### src/hdl/hkbt_pkg.sv
// Shared types, constants and the hash step function of the hashed key bucket table.
package hkbt_pkg;

  localparam int BUCKETS  = 1024;
  localparam int WAYS     = 4;
  localparam int BUCKET_W = $clog2(BUCKETS);
  localparam int WAY_W    = (WAYS > 1) ? $clog2(WAYS) : 1;
  localparam int HASH_W   = 64;
  localparam int HANDLE_W = 32;
  localparam int LEN_W    = 32;
  localparam int USED_W   = 48;

  localparam logic [HASH_W-1:0] FNV_BASIS = 64'hCBF2_9CE4_8422_2325;

  localparam logic REQ_SEARCH = 1'b0;
  localparam logic REQ_INSERT = 1'b1;

  typedef enum logic [1:0] {
    ST_OK   = 2'd0,
    ST_OOM  = 2'd1,
    ST_FULL = 2'd2,
    ST_MISS = 2'd3
  } status_t;

  typedef enum logic [1:0] {
    S_CLEAR,
    S_IDLE,
    S_CHECK,
    S_COMMIT
  } back_state_t;

  typedef struct packed {
    logic                req;
    logic [HASH_W-1:0]   hash;
    logic [HANDLE_W-1:0] handle;
    logic [LEN_W-1:0]    length;
  } cmd_t;

  typedef struct packed {
    status_t             status;
    logic                found;
    logic [HANDLE_W-1:0] handle;
  } res_t;

  typedef struct packed {
    logic [HASH_W-1:0]   hash;
    logic [HANDLE_W-1:0] handle;
    logic [LEN_W-1:0]    length;
  } slot_t;

  typedef slot_t [WAYS-1:0] row_t;

  // The FNV prime is 2^40 + 0x1B3, so the product is a sum of shifted copies.
  function automatic logic [HASH_W-1:0] fnv_step(input logic [HASH_W-1:0] h,
                                                 input logic [7:0] b);
    logic [HASH_W-1:0] x;
    x = h ^ {{(HASH_W-8){1'b0}}, b};
    return (x << 40) + (x << 8) + (x << 7) + (x << 5) + (x << 4) + (x << 1) + x;
  endfunction

endpackage

### src/hdl/hkbt_front.sv
// Front end: folds key bytes into the FNV-1a hash and queues finished commands.
module hkbt_front (
  input  logic                           clk,
  input  logic                           rst,
  input  logic                           push,
  output logic                           full,
  input  logic                           req_type,
  input  logic [7:0]                     key_byte,
  input  logic                           key_last,
  input  logic [hkbt_pkg::HANDLE_W-1:0]  value_handle,
  input  logic [hkbt_pkg::LEN_W-1:0]     value_length,
  input  logic                           clearing,
  output logic                           cmd_valid,
  output hkbt_pkg::cmd_t                 cmd,
  input  logic                           cmd_pop
);

  logic [hkbt_pkg::HASH_W-1:0] acc;
  hkbt_pkg::cmd_t              q [2];
  hkbt_pkg::cmd_t              enq_word;
  logic                        wr_ptr;
  logic                        rd_ptr;
  logic [1:0]                  count;
  logic                        accept;
  logic                        enq;
  logic                        deq;

  assign full      = (count == 2'd2) || clearing;
  assign cmd_valid = (count != 2'd0);
  assign cmd       = q[rd_ptr];
  assign accept    = push && !full;
  assign enq       = accept && key_last;
  assign deq       = cmd_pop && cmd_valid;

  always_comb begin
    enq_word.req    = req_type;
    enq_word.hash   = hkbt_pkg::fnv_step(acc, key_byte);
    enq_word.handle = value_handle;
    enq_word.length = value_length;
  end

  always_ff @(posedge clk) begin
    if (rst) begin
      acc    <= hkbt_pkg::FNV_BASIS;
      wr_ptr <= 1'b0;
      rd_ptr <= 1'b0;
      count  <= 2'd0;
    end else begin
      if (accept) begin
        acc <= key_last ? hkbt_pkg::FNV_BASIS : hkbt_pkg::fnv_step(acc, key_byte);
      end
      if (enq) begin
        wr_ptr <= ~wr_ptr;
      end
      if (deq) begin
        rd_ptr <= ~rd_ptr;
      end
      if (enq && !deq) begin
        count <= count + 2'd1;
      end else if (deq && !enq) begin
        count <= count - 2'd1;
      end
    end
  end

  always_ff @(posedge clk) begin
    if (enq) begin
      q[wr_ptr] <= enq_word;
    end
  end

endmodule

### config.mk
export PLATFORM = sky130hd
export DESIGN_NAME = hkbt_front
export DESIGN_NICKNAME = d
export VERILOG_FILES = /design/src/hdl/hkbt_pkg.sv /design/src/hdl/hkbt_front.sv
export SDC_FILE = /design/constraint.sdc
export NUM_CORES = 1
export LEC_CHECK = 0
export BUFFER_PORTS_ARGS = -buffer_cell sky130_fd_sc_hd__buf_4
export CORE_ASPECT_RATIO = 2
export CORE_UTILIZATION = 30
export CTS_BUF_LIST = sky130_fd_sc_hd__clkbuf_8 sky130_fd_sc_hd__clkbuf_16
export DETAILED_ROUTE_END_ITERATION = 8
export GPL_TIMING_DRIVEN = 0
export PLACE_DENSITY_LB_ADDON = 0.2
export SLEW_MARGIN = 25
export SYNTH_ARGS = -nofsm -noshare
export SYNTH_HDL_FRONTEND = slang
export SYNTH_SLANG_ARGS = --single-unit
### constraint.sdc
create_clock -name clk -period 13.9 [get_ports clk]
set_input_delay 2.78 -clock clk [delete_from_list [all_inputs] [get_ports clk]]
set_output_delay 2.78 -clock clk [all_outputs]
set_load 0.02 [all_outputs]
---- Yosys cells after proc, flatten, opt, wreduce, memory -nomap -nowiden ----
Memory sizes are Yosys's and may differ from the RTL's. A register that Yosys moved wholly into a read port is not among the register bits.
Index checks and enable logic that the tools add are counted.
W data, S select, Z words.
word-level totals
  register bits ........................... 68
  latch bits .............................. 0
  memory bits (writable) .................. 258
  memory bits (read-only) ................. 0
  bits of input ports ..................... 79
  memories kept ........................... 1
cells by class
  add/sub/neg operators ................... 8
  $mul .................................... 0
  div/mod/pow operators ................... 0
  magnitude comparators ................... 0
  equal/unequal tests ..................... 1
  shift operators ......................... 0
  mux-type cells .......................... 7
  bitwise gates (word level) .............. 3
  reduce and logical (&&, ||, !) cells .... 11
memories
  memory  words  width  read ports  clocked after memory_dff  write ports  line              RTL
  q       2      129    1           1                         1            hkbt_front.sv:19  hkbt_pkg::cmd_t q [2];
operator list
  kind                   count
  $add A64 B64 Y64       6
  $mux W64               1
  $xor A64 B8 Y64        1
  $logic_and A1 B1 Y1    5
  $mux W1                4
  $mux W2                2
  $reduce_bool A2 Y1     2
  $logic_not A1 Y1       3
  $add A2 B1 Y2 const B  1
  $eq A2 B2 Y1 const B   1
  $not A1 Y1             2
  $sub A2 B1 Y2 const B  1
  $logic_or A1 B1 Y1     1

---- Depth between registers and ports, before layout ----
  word-level depth ........................ 9
  gate-level depth with buffers ........... 20

---- Worst setup path before layout ----
Ideal clock, no wire load.
  path type ............................... input to register
  from .................................... in clearing
  to ...................................... mem q[0][0] in the netlist's numbering (enable)
  arrival ................................. 8.807 ns
  data required time ...................... 13.281 ns
  slack ................................... 4.474 ns
  stages .................................. 5
  buffers on the path ..................... 1
  cells stage by stage .................... a21oi_1 and2_1 clkbuf_1 nand2_1 nor2_1
on the way
  word-level cells in the longest chain between the ends .. 6
RTL lines
  what                           line              RTL
  start, declared                hkbt_front.sv:12  input logic clearing,
  $logic_or A1 B1 Y1             hkbt_front.sv:28  assign full = (count == 2'd2) || clearing;
  $logic_not A1 Y1               hkbt_front.sv:31  assign accept = push && !full;
  $logic_and A1 B1 Y1            hkbt_front.sv:31
  $logic_and A1 B1 Y1            hkbt_front.sv:32  assign enq = accept && key_last;
  $mux W1                        hkbt_front.sv:67  if (enq) begin
  $mux W1 (not written as such)  hkbt_front.sv:68  q[wr_ptr] <= enq_word;
  end, declared                  hkbt_front.sv:19
Every way passes these cells.

==> key figures <==
Outcome
  • Status: complete, no violations

Worst setup path
  • Bufs and invs on worst path: 4
  • R2R Setup Slk: between 6 and 7 ns
  • CP Depth: 21
  • Reg-to-reg endpoint: acc[49]
  • Most numerous cell on the critical path: ha_1
  • Worst path max stage delay: 0.74 ns
  • Arr. time, crit path: between 9 and 10 ns
  • Critical path peak fanout: 6
  • Worst Reg2Reg Path Length in Cells: 20
  • Worst Setup Path Type: in2reg
  • Ordered cell list for the critical path: buf_4 -> xor2_1 -> inv_1 -> xnor2_1 -> ha_1 -> inv_1 -> fa_1 -> inv_1 -> ha_1 -> ha_1 -> ha_1 -> fa_1 -> a211oi_1 -> o21ai_0 -> nand4_1 -> a21oi_1 -> nor2_4 -> o31ai_2 -> a21oi_1 -> xnor2_1 -> a2111o_1
  • R2R Path Start: acc[0]
  • Crit path required time: 14.35 ns
  • Worst path slowest cell: a21oi_1
  • CP endpoint kind: flop
  • Startpoint Class: input pin
  • Crit path max-delay family: compound AO/OA/AOI/OAI gates

Place
  • Routability Congestion: 0.9413
  • Dpl hpwl: about 56 mm
  • # port buffers: 209

Clocking
  • CTS Buf Count: 34
  • Hold Buf Count CTS: 0
  • H-tree levels: 2
  • Cts repair resizes: 0
  • # Post-CTS Setup Buffers: 0
  • Worst skew pair latency: approximately 0.57 ns
  • Clk pin slew, worst setup/hold paths: approximately 0.07 ns
  • Clk buf depth: 3
  • Root buf cell: clkbuf_16
  • CTS sink cnt: around 330
  • CTS tree: done

Routing
  • Routed WL: around 68 mm
  • DR pass1 iterations: 5
  • DRC: 0
  • Final ANT Viol Nets: 0
  • WL/cell: ~22 um
  • Initial DRC Count: 530
  • Via count: roughly 15000
  • Via/cell ratio: 4.801

Synth
  • Main synth FF type: edfxtp_1
  • Post-Synthesis Cells: roughly 1900
  • Register area share after synthesis: about two fifths
  • Ys Warns: 0
  • Syn_nets: ~2300
  • Netlist cell types: between 70 and 80
  • Post-synth ARST share: 0%
  • Cell accounting for the most synthesized area: edfxtp_1
  • Synth top area share: 34.38%
  • Synth Cell Area: 22530 um^2
  • Number of flops mapped to enable cells by yosys: 258
  • FF+latch count, synth: roughly 330
  • Area contributors post-synth: edfxtp_1, fa_1, inv_1, mux2_2, ha_1
  • Syn avg cell area: approximately 12 um^2

Timing
  • Worst slew pin tran: between 0.9 and 1 ns
  • TNS Setup: 0 ns
  • Skew final: around 0.029 ns
  • Min Tclk post-route: about 9 ns
  • Max_slew headroom: between 30% and 40%
  • Final Hold Fails: 0
  • Setup violators final: 0
  • RSZ-0062 raised after global routing: no
  • Final worst-path cycle share: 64.88%
  • Final max-slew violation count: 0
  • Max Clk Rate: roughly 0.11 GHz

Global route
  • Largest net degree at the start of global routing: 47
  • Initial antenna violation count: 0
  • Vias in the first global route: 16570
  • Remaining Overflow, GRT: 0
  • First-pass GRT wire length: roughly 100 mm
  • Overall global routing resource usage: 18.04%

Final layout
  • Synth-to-Final Area Change: 18.20%
  • Most frequent cells in the layout: inv_1, edfxtp_1, fa_1
  • Commonest non-fill, non-tap cell in the layout: inv_1
  • Layout Utilization: 35.94%
  • # diodes: 0
  • Number of nets in the layout: around 2600
  • Fillers: between 7000 and 8000
  • Ratio of cells with drive above 1 in the final layout: 20.43%

Die
  • Die height: 389.6 um
  • FP Rows: between 100 and 150
  • Die X: 195.8 um
  • Io pins: 210
  • Core area: 74100 um^2
  • DIE AREA: roughly 76000 um^2
  • Initial Util: a little under a third

Hold path
  • Hold Crit Start: acc[2]
  • Worst hold stages: 2
  • Hold worst-path end: acc[2]
  • Min-Delay Path Class: reg2reg

Run
  • Total of max-cap violations: 0
[cells by family (layout without fill, tap and decap cells)]
kind of cell	after synthesis	in the layout	synth area share, %
compound gates	285	285	8.657
xor+xnor	84	84	3.265
fa+ha+maj	356	356	27.93
buf+inv	466	747	7.913
flops	327	327	40.52
mux	131	131	6.536
simple gates	243	243	5.181
[synthesized netlist by cell type, types with 16 or more instances]
cell      number
inv_1        410
edfxtp_1     258
fa_1         245
mux2_2       129
ha_1         111
nand2_1       77
a21oi_1       74
nor2_1        71
dfxtp_1       69
xnor2_1       52
o21ai_0       48
a21o_1        38
clkbuf_1      36
xor2_1        32
a22oi_1       24
nand4_1       19
o211ai_1      16
[area by class of cell]
| type | count | area [um^2] | area share (%) |
|---|---|---|---|
| timing repair buffer | 219 | 1798 | 6.751 |
| buffer | 55 | 241.5 | 0.9067 |
| inverter | 411 | 1543 | 5.793 |
| sequential | 327 | 9129 | 34.28 |
| tap | 929 | 1162 | 4.365 |
| clock inverter | 26 | 193.9 | 0.7282 |
| clock buffer | 36 | 889.6 | 3.340 |
| multi-input combinational | 1099 | 11670 | 43.84 |
[flip-flops by register name (all words and copies together) (netlist names), named ones only]
name	flops
count	2
q	258
wr_ptr	1
rd_ptr	1
acc	64
[worst max path at each step]
stage / start / end
after floorplan: clearing / q[0][0]
after global placement: clearing / q[0][86]
after detailed placement: key_byte[0] / acc[49]
after CTS: key_byte[0] / acc[49]
after global routing: key_byte[0] / acc[49]
final: key_byte[0] / acc[49]
[per-layer routing]
layer / up-vias / track usage [%] / routed length (um)
met1: 7555 / 16.76 / 22160
met5: - / 0 / 0
met4: 0 / 11.62 / 4724
met3: 142 / 1.908 / 2250
li1: 6823 / - / -
met2: 372 / 36.41 / 38470
[stage by stage]
stage | hold slack [ns] | cell area (um^2) | std cells | setup WS, ns
after CTS | 0.4818 | 26630 | 3102 | 4.875
after global placement | 0.4538 | 25260 | 3030 | 0.01667
after global routing | 0.5051 | 26630 | 3102 | 4.638
final | 0.4809 | 26630 | 3102 | 4.881
after detailed placement | 0.4739 | 25550 | 3040 | 4.288
after floorplan | 0.4436 | 22530 | 1892 | 4.474
[worst register-to-register path, delay by kind of cell, from the launching register on]
kind                       cells  cell delay, ns
AOI/OAI and AO/OA              6            2.45
DFF                            1            0.36
xor gates and xnor gates       3            1.46
and+or+nand+nor                2            0.41
buffers and inverters          3            0.62
adders and majority gates      6            1.67
Power is left out: the tool's default activity adds up to more than one toggle a clock period on the data nets, which glitch-free logic cannot reach.
